## src/rtl/lts_pkg.sv

```systemverilog
// ----------------------------------------------------------------------------
// LCD text glyph streamer package
// Item types, action codes, font constants and the 5x7 glyph table.
// ----------------------------------------------------------------------------
package lts_pkg;

   localparam int GLYPH_COLUMNS = 5;
   localparam int CELL_WIDTH    = 6;
   localparam int GLYPH_COUNT   = 90;
   localparam int IDX_W         = $clog2(CELL_WIDTH);

   localparam logic [1:0] ACT_GOTO   = 2'd0;
   localparam logic [1:0] ACT_LOCATE = 2'd1;
   localparam logic [1:0] ACT_PRINT  = 2'd2;

   localparam logic [7:0] SYM_SPACE      = 8'h20;
   localparam logic [7:0] SYM_FIRST      = 8'h21;
   localparam logic [7:0] SYM_LAST_GLYPH = 8'(8'h21 + GLYPH_COUNT - 1);
   localparam logic [7:0] SYM_END        = 8'hA0;

   localparam logic [3:0] CMD_PAGE_HI = 4'hB;
   localparam logic [4:0] CMD_COL_HI  = 5'b00010;

   typedef struct packed {
      logic [1:0] action;
      logic [7:0] row;
      logic [7:0] column;
      logic [7:0] symbol;
      logic [2:0] style;
   } req_type;

   typedef struct packed {
      logic [7:0] out_byte;
      logic       is_data;
      logic       last;
      logic [7:0] cursor_column;
      logic [3:0] cursor_page;
   } rsp_type;

   typedef struct packed {
      logic [CELL_WIDTH-1:0][7:0] bytes;
      logic [IDX_W-1:0]           last_idx;
      logic                       is_data;
      logic [7:0]                 cursor_column;
      logic [3:0]                 cursor_page;
      logic                       emit;
   } job_type;

   typedef logic [0:GLYPH_COLUMNS-1][7:0] glyph_type;

   function automatic glyph_type glyph_lookup(input logic [6:0] idx);
      glyph_type g;
      unique case (idx)
         7'd0:  g = 40'h0E5F0E0000;
         7'd1:  g = 40'h060E000E06;
         7'd2:  g = 40'h247E247E24;
         7'd3:  g = 40'h242A7F2A12;
         7'd4:  g = 40'h4424104844;
         7'd5:  g = 40'h344A5A2450;
         7'd6:  g = 40'h0806000000;
         7'd7:  g = 40'h0000003E41;
         7'd8:  g = 40'h413E000000;
         7'd9:  g = 40'h0A041F040A;
         7'd10: g = 40'h10107C1010;
         7'd11: g = 40'h8040000000;
         7'd12: g = 40'h1010101010;
         7'd13: g = 40'h0040400000;
         7'd14: g = 40'h4020100804;
         7'd15: g = 40'h3E5149453E;
         7'd16: g = 40'h00427F4000;
         7'd17: g = 40'h4261514946;
         7'd18: g = 40'h2249494936;
         7'd19: g = 40'h1814527F50;
         7'd20: g = 40'h2745454539;
         7'd21: g = 40'h3E49494932;
         7'd22: g = 40'h0301611907;
         7'd23: g = 40'h3649494936;
         7'd24: g = 40'h264949493E;
         7'd25: g = 40'h4444000000;
         7'd26: g = 40'h8444000000;
         7'd27: g = 40'h0008142241;
         7'd28: g = 40'h2424242424;
         7'd29: g = 40'h4122140800;
         7'd30: g = 40'h0201510906;
         7'd31: g = 40'h3E4159591E;
         7'd32: g = 40'h7E0909097E;
         7'd33: g = 40'h7F49494936;
         7'd34: g = 40'h3E41414122;
         7'd35: g = 40'h7F4141413E;
         7'd36: g = 40'h7F49494941;
         7'd37: g = 40'h7F09090901;
         7'd38: g = 40'h3E41515132;
         7'd39: g = 40'h7F0808087F;
         7'd40: g = 40'h00417F4100;
         7'd41: g = 40'h214141413F;
         7'd42: g = 40'h7F10284443;
         7'd43: g = 40'h7F40404060;
         7'd44: g = 40'h7F0618067F;
         7'd45: g = 40'h7F0608307F;
         7'd46: g = 40'h3E4141413E;
         7'd47: g = 40'h7F09090906;
         7'd48: g = 40'h3E4171613E;
         7'd49: g = 40'h7F09192946;
         7'd50: g = 40'h2649494932;
         7'd51: g = 40'h03017F0103;
         7'd52: g = 40'h3F4040403F;
         7'd53: g = 40'h1F2040201F;
         7'd54: g = 40'h3F4038403F;
         7'd55: g = 40'h6314081463;
         7'd56: g = 40'h274848483F;
         7'd57: g = 40'h6351494563;
         7'd58: g = 40'h0000007F41;
         7'd59: g = 40'h0408102040;
         7'd60: g = 40'h417F000000;
         7'd61: g = 40'h306030180C;
         7'd62: g = 40'h4040404040;
         7'd63: g = 40'h013C424224;
         7'd64: g = 40'h2054541478;
         7'd65: g = 40'h7F28444438;
         7'd66: g = 40'h3844444428;
         7'd67: g = 40'h384444287F;
         7'd68: g = 40'h3854545408;
         7'd69: g = 40'h107C121202;
         7'd70: g = 40'h4C5252523C;
         7'd71: g = 40'h7F04040478;
         7'd72: g = 40'h00487A4000;
         7'd73: g = 40'h00887A0000;
         7'd74: g = 40'h7F10284400;
         7'd75: g = 40'h00417F4000;
         7'd76: g = 40'h7C04780478;
         7'd77: g = 40'h7C08040478;
         7'd78: g = 40'h3844444438;
         7'd79: g = 40'hFE2422221C;
         7'd80: g = 40'h1C222224FE;
         7'd81: g = 40'h7C08040408;
         7'd82: g = 40'h4854545424;
         7'd83: g = 40'h00047E4400;
         7'd84: g = 40'h3C4040407C;
         7'd85: g = 40'h1C2040201C;
         7'd86: g = 40'h3C4030403C;
         7'd87: g = 40'h4428102844;
         7'd88: g = 40'h0C5050503C;
         7'd89: g = 40'h645454544C;
         default: g = '0;
      endcase
      return g;
   endfunction

endpackage

```

## src/rtl/lts_emitter.sv

```systemverilog
// ----------------------------------------------------------------------------
// LCD text glyph streamer emitter
// Holds the decoded item and sends its bytes through a result register.
// ----------------------------------------------------------------------------
module lts_emitter
   import lts_pkg::*;
(
   input  logic    clock,
   input  logic    reset,
   input  logic    req_valid,
   output logic    req_stall,
   input  job_type job_in,
   output logic    rsp_valid,
   input  logic    rsp_stall,
   output rsp_type rsp_data
);

   job_type          job_ff, job_in_nxt;
   logic             busy_ff, busy_in;
   logic [IDX_W-1:0] idx_ff, idx_in;
   rsp_type          out_ff, out_in;
   logic             valid_ff, valid_in;
   logic             out_ready;
   logic             move;
   logic             job_done;
   logic             accept;

   assign out_ready = !valid_ff || !rsp_stall;
   assign move      = busy_ff && out_ready;
   assign job_done  = move && (idx_ff == job_ff.last_idx);
   assign req_stall = busy_ff && !job_done;
   assign accept    = req_valid && !req_stall;

   always_comb begin
      busy_in    = busy_ff;
      idx_in     = idx_ff;
      job_in_nxt = job_ff;
      out_in     = out_ff;
      valid_in   = valid_ff && rsp_stall;
      if (move) begin
         out_in.out_byte      = job_ff.bytes[idx_ff];
         out_in.is_data       = job_ff.is_data;
         out_in.last          = (idx_ff == job_ff.last_idx);
         out_in.cursor_column = job_ff.cursor_column;
         out_in.cursor_page   = job_ff.cursor_page;
         valid_in             = 1'b1;
         idx_in               = idx_ff + IDX_W'(1);
      end
      if (job_done)
         busy_in = 1'b0;
      if (accept) begin
         busy_in    = job_in.emit;
         idx_in     = '0;
         job_in_nxt = job_in;
      end
   end

   always_ff @(posedge clock) begin
      if (reset) begin
         busy_ff  <= 1'b0;
         idx_ff   <= '0;
         valid_ff <= 1'b0;
      end else begin
         busy_ff  <= busy_in;
         idx_ff   <= idx_in;
         valid_ff <= valid_in;
      end
      job_ff <= job_in_nxt;
      out_ff <= out_in;
   end

   assign rsp_valid = valid_ff;
   assign rsp_data  = out_ff;

endmodule

```

## config.mk

```make
export PLATFORM = sky130hd
export DESIGN_NAME = lts_emitter
export DESIGN_NICKNAME = d
export VERILOG_FILES = /design/src/rtl/lts_pkg.sv /design/src/rtl/lts_emitter.sv
export SDC_FILE = /design/constraint.sdc
export NUM_CORES = 1
export LEC_CHECK = 0
export CAP_MARGIN = 20
export CORE_ASPECT_RATIO = 1.1
export CORE_MARGIN = 10
export CORE_UTILIZATION = 35
export DETAILED_ROUTE_END_ITERATION = 10
export DONT_BUFFER_PORTS = 1
export GPL_ROUTABILITY_DRIVEN = 0
export PLACE_DENSITY_LB_ADDON = 0.3
export REMOVE_ABC_BUFFERS = 1
export SLEW_MARGIN = 0
export SYNTH_ARGS = -nofsm -noshare
export SYNTH_HDL_FRONTEND = slang
export SYNTH_SLANG_ARGS = --single-unit
```

## constraint.sdc

```tcl
create_clock -name clock -period 3.7 [get_ports clock]
set_clock_uncertainty 0.05 [all_clocks]
set_input_delay 0.185 -clock clock [delete_from_list [all_inputs] [get_ports clock]]
set_output_delay 0.185 -clock clock [all_outputs]
set_load 0.03 [all_outputs]
```

### Word level (Yosys, flattened, before mapping)

Cells that the tools add are included.

| operators by class | value |
|---|---|
| $add $sub $neg | 1 |
| multiply operators | 0 |
| div/mod/pow operators | 0 |
| magnitude comparators | 1 |
| eq/ne operators | 1 |
| shift-type cells | 0 |
| mux-type cells | 5 |
| bitwise gates (word level) | 0 |
| reduce and logical (&&, ||, !) cells | 12 |

Operators with widths:

| kind | count |
|---|---|
| 8-bit binary-select mux with 3-bit select | 1 |
| 8-bit 2-to-1 mux | 1 |
| 1-bit logical AND | 5 |
| 1-bit zero test | 4 |
| 3-bit by 4-bit less-than comparator with 1-bit output, second input constant | 1 |
| 3-bit by 1-bit adder with 3-bit output, second input constant | 1 |
| 3-bit equality test | 1 |
| 1-bit 2-to-1 mux | 3 |
| 2-bit nonzero test | 1 |
| 2-bit OR reduction | 1 |
| 1-bit logical OR | 1 |

| word-level totals | value |
|---|---|
| bits in registers | 91 |
| latch bits | 0 |
| memory bits (writable) | 0 |
| ROM bits | 0 |
| input port bits | 69 |
| output and inout port bits | 24 |
| logic and storage cells | 38 |
| memories | 0 |

### Longest topological paths before layout

| depth | value |
|---|---|
| word-level depth | 9 |
| mapped depth | 4 |
| depth with buffers taken out | 4 |

### Worst setup path before layout

Ideal clock, no wire load.

| timing | value |
|---|---|
| kind | flip-flop to flip-flop |
| from | register idx_ff[0] |
| to | register job_ff[10] (netlist name) (enable) |
| library setup time | 0.432 ns |
| arrival time | 2.582 ns |
| data required time | 3.218 ns |
| setup slack | 0.635 ns |
| cell stages (with the launch flop) | 5 |
| path buffers | 1 |
| period minus slack after synthesis | 3.065 ns |
| cell sequence | dfxtp_1 > buf_6 > xor2_1 > nor4_2 > nand2b_1 |

| between the ends | value |
|---|---|
| word-level cells in the longest chain between the ends | 6 |

RTL lines:

| item | line | source |
|---|---|---|
| from (decl) | lts_emitter.sv:20 | `logic [IDX_W-1:0] idx_ff, idx_in;` |
| from (signal assigned) | lts_emitter.sv:65 | `idx_ff <= idx_in;` |
| 3-bit equality test | lts_emitter.sv:30 | `assign job_done = move && (idx_ff == job_ff.last_idx);` |
| 1-bit logical AND | lts_emitter.sv:30 |  |
| 1-bit zero test | lts_emitter.sv:31 | `assign req_stall = busy_ff && !job_done;` |
| 1-bit logical AND | lts_emitter.sv:31 |  |
| 1-bit zero test | lts_emitter.sv:32 | `assign accept = req_valid && !req_stall;` |
| 1-bit logical AND | lts_emitter.sv:32 |  |
| net accept | lts_emitter.sv:26 | `logic accept;` |
| to (signal assigned) | lts_emitter.sv:68 | `job_ff <= job_in_nxt;` |
| to (decl) | lts_emitter.sv:18 | `job_type job_ff, job_in_nxt;` |

The timed path passes the listed nets, and every way through them passes these cells.
A chain may end at the register's enable or synchronous reset.

### Worst setup path in the final report

| timing | value |
|---|---|
| from | register idx_ff[1] |
| to | register job_ff[55] (netlist name) (enable) |

The elaborated chain is that of the path after synthesis.

==> qor.txt <==
Synth warn - 0
Nets - 306
Relative slew slack - 42.0%
Antenna violations before repair - 0
First-pass GRT wire length - 10,800 um
Worst hold slack - 0.0257 ns
Residual DRC count - 0
Clk sinks - 91
Largest net degree at the start of global routing - 40
Slowest Stage Delay on Critical Path - 0.68 ns
DRT iter0 DRCs - 53
WP buf/inv - 1
Post-layout worst setup margin - 1.13 ns
Post-route ant nets - 0
Vias in the first global route - 1,898
Starting density of the core - 35.4%
Drt total wl - 6680 um
Worst Tran Pin Value - 0.869 ns
Slowest cell on the critical path - dfxtp_1
Area after DPL - 3430 sq um
Die H - 122 um
Total negative slack - 0 ns
Leak pwr - 1.47 nW
Layout area overhead - 30.7%
GRT Util Overall - 10.0%
CTS tree - done
Fillcell total - 805
Status - finished, final reports clean
CP Data Required Time - 3.69 ns
Final Max Tran Viols - 0
WL/cell - 18.7 um
Diode count - 0
Setup-failing EPs final - 0
Final instance area - 4290 sq um
CTS root buf - clkbuf_8
H-tree depth - 3
Post-CTS setup buffer count - 0
Worst-path clk slew - 0.08 ns
Share of cells above drive strength 1 - 12.9%
Pre-Repair DR Iteration Count - 4
# rows - 37
GR Overflow Total - 0
Pwr Density - 474 nW/um^2
Clock buffer depth - 2
Port Buf Inserts - 0
Worst setup SP type - flop
Critical path type - flop to flop
CP Capture Type - flop
Clock Latency Late Sink - 0.34 ns
Die Wd - 112 um
Final hold viol count - 0
Worst slack at placement - 1.07 ns
Seq/Total Area, Yosys - 81.8%
Vias - 1,654
Die ar. - 13,600 sq um
Core region area - 9260 sq um
Netlist cell types - 27
Dpl hpwl - 4530 um
Post-Syn Area - 3280 sq um
Crit path time final - 2.57 ns
Crit-path leading delay family - simple AND/OR/NAND/NOR gates
WP data arrival - 2.56 ns
CP Cell Sequence - xor2_1, nor4_2, nand2b_2, buf_12
Vias per cell - 4.62
Synth Instances - 158
Avg Cell Area, Syn - 20.8 sq um
#FFs+latches synth - 91
Crit share post-route - 69.5%
Worst hold path class - input port to flop
RSZ-0062 raised after global routing - false
CTS Buf Count - 9
Crit path max fanout - 39
Top Ports - 93
# Max-Cap Violations - 0
Max Freq - 0.389 GHz
Worst VDD drop - 0.258 mV
==> power breakdown <==
part | switching, mW | internal [mW]
combinational | 0.0819 | 0.0982
sequential | 0.0548 | 1.22
clock | 0.333 | 0.242
total | 0.470 | 1.56
==> cells by family (layout without fill, tap and decap cells) <==
| group | count (synthesis) | after routing | synth area share, % |
|---|---|---|---|
| adders and majority gates | 1 | 1 | 0.381 |
| AOI/OAI and AO/OA | 17 | 17 | 3.89 |
| and+or+nand+nor | 14 | 14 | 2.67 |
| xor gates and xnor gates | 3 | 3 | 0.801 |
| buffers and inverters | 15 | 98 | 2.21 |
| muxes | 17 | 17 | 8.24 |
| DFF | 91 | 91 | 81.8 |
==> cells in the mapped netlist, drive strengths merged <==
cell    instances  area (sq um)
a211oi          1          12.5
a21bo           2          26.3
a21boi          1          7.51
a21oi           2          10.0
a311oi          1          8.76
buf             3          27.5
clkbuf          2          7.51
dfxtp           5           100
edfxtp         86          2580
ha              1          12.5
inv            10          37.5
mux2i           9          90.1
mux4            8           180
nand2           2          7.51
nand2b          4          25.0
nand4b          1          8.76
nor2            1          3.75
nor3            2          10.0
nor4            1          12.5
o211ai          1          7.51
o21ai           1          5.00
o22ai           8          50.1
or3             2          12.5
or4             1          7.51
xor2            3          26.3
==> state kept, by name (all words and copies together), names as in the netlist <==
name and flops:
idx_ff 3, rsp_data 22, job_ff 64, busy_ff 1, rsp_valid 1
==> final timing paths <==
check | endpoint | slack [ns] | cells after the start | from
worst max-delay path | job_ff[55] | 1.13 | 4 | idx_ff[1]
worst min-delay path | idx_ff[0] | 0.03 | 2 | reset
worst min register to register | rsp_data[5] | 0.37 | 0 | job_ff[6]
worst max register to register | job_ff[55] | 1.13 | 4 | idx_ff[1]
==> repair_timing <==
| action | 4_1_cts | 5_1_grt |
|---|---|---|
| hold buffers | 69 | 0 |
| resized for setup | 0 | 0 |
| endpoints found under the hold margin | 68 | 0 |
==> layer usage <==
layer / routed length [um] / global-route usage (%)
met5: 0 / 0
met4: 19 / 1.67
met3: 633 / 5.93
met2: 3290 / 15.8
met1: 2730 / 11.7
==> through the flow <==
step,utilization (%),power [mW],cells
5_1_grt,46.3,2.14,358
3_5_place_dp,37.0,1.42,273
4_1_cts,46.3,2.05,358
6_report,46.3,2.03,358
2_1_floorplan,-,1.38,153
3_3_place_gp,37.0,1.41,273
==> worst reg2reg max path: cells and delay by family (launching register included) <==
| family | cells | cell delay (ns) |
|---|---|---|
| buf+inv | 1 | 0.31 |
| xor+xnor | 1 | 0.18 |
| flops | 1 | 0.68 |
| simple gates | 2 | 1.02 |
==> area by class of cell <==
type	instances	area (sq um)	area share [%]
inverter	10	37.5	0.876
sequential	91	2680	62.6
timing repair buffer	72	726	16.9
clock buffer	9	124	2.89
clock inverter	7	43.8	1.02
tap	117	146	3.42
multi-input combinational	52	527	12.3
==> layout by cell type (no fill, tap or decap), types with 2 or more instances in the layout <==
master         instances
edfxtp_1              86
dlygate4sd3_1         69
inv_1                 10
mux2i_1                9
clkbuf_8               9
mux4_2                 8
o22ai_1                8
dfxtp_1                5
nand2b_1               3
xor2_1                 3
clkinv_2               3
nor3_1                 2
nand2_1                2
or3_1                  2
a21oi_1                2
buf_4                  2
Note: power is estimated with default switching activity, not from simulation.
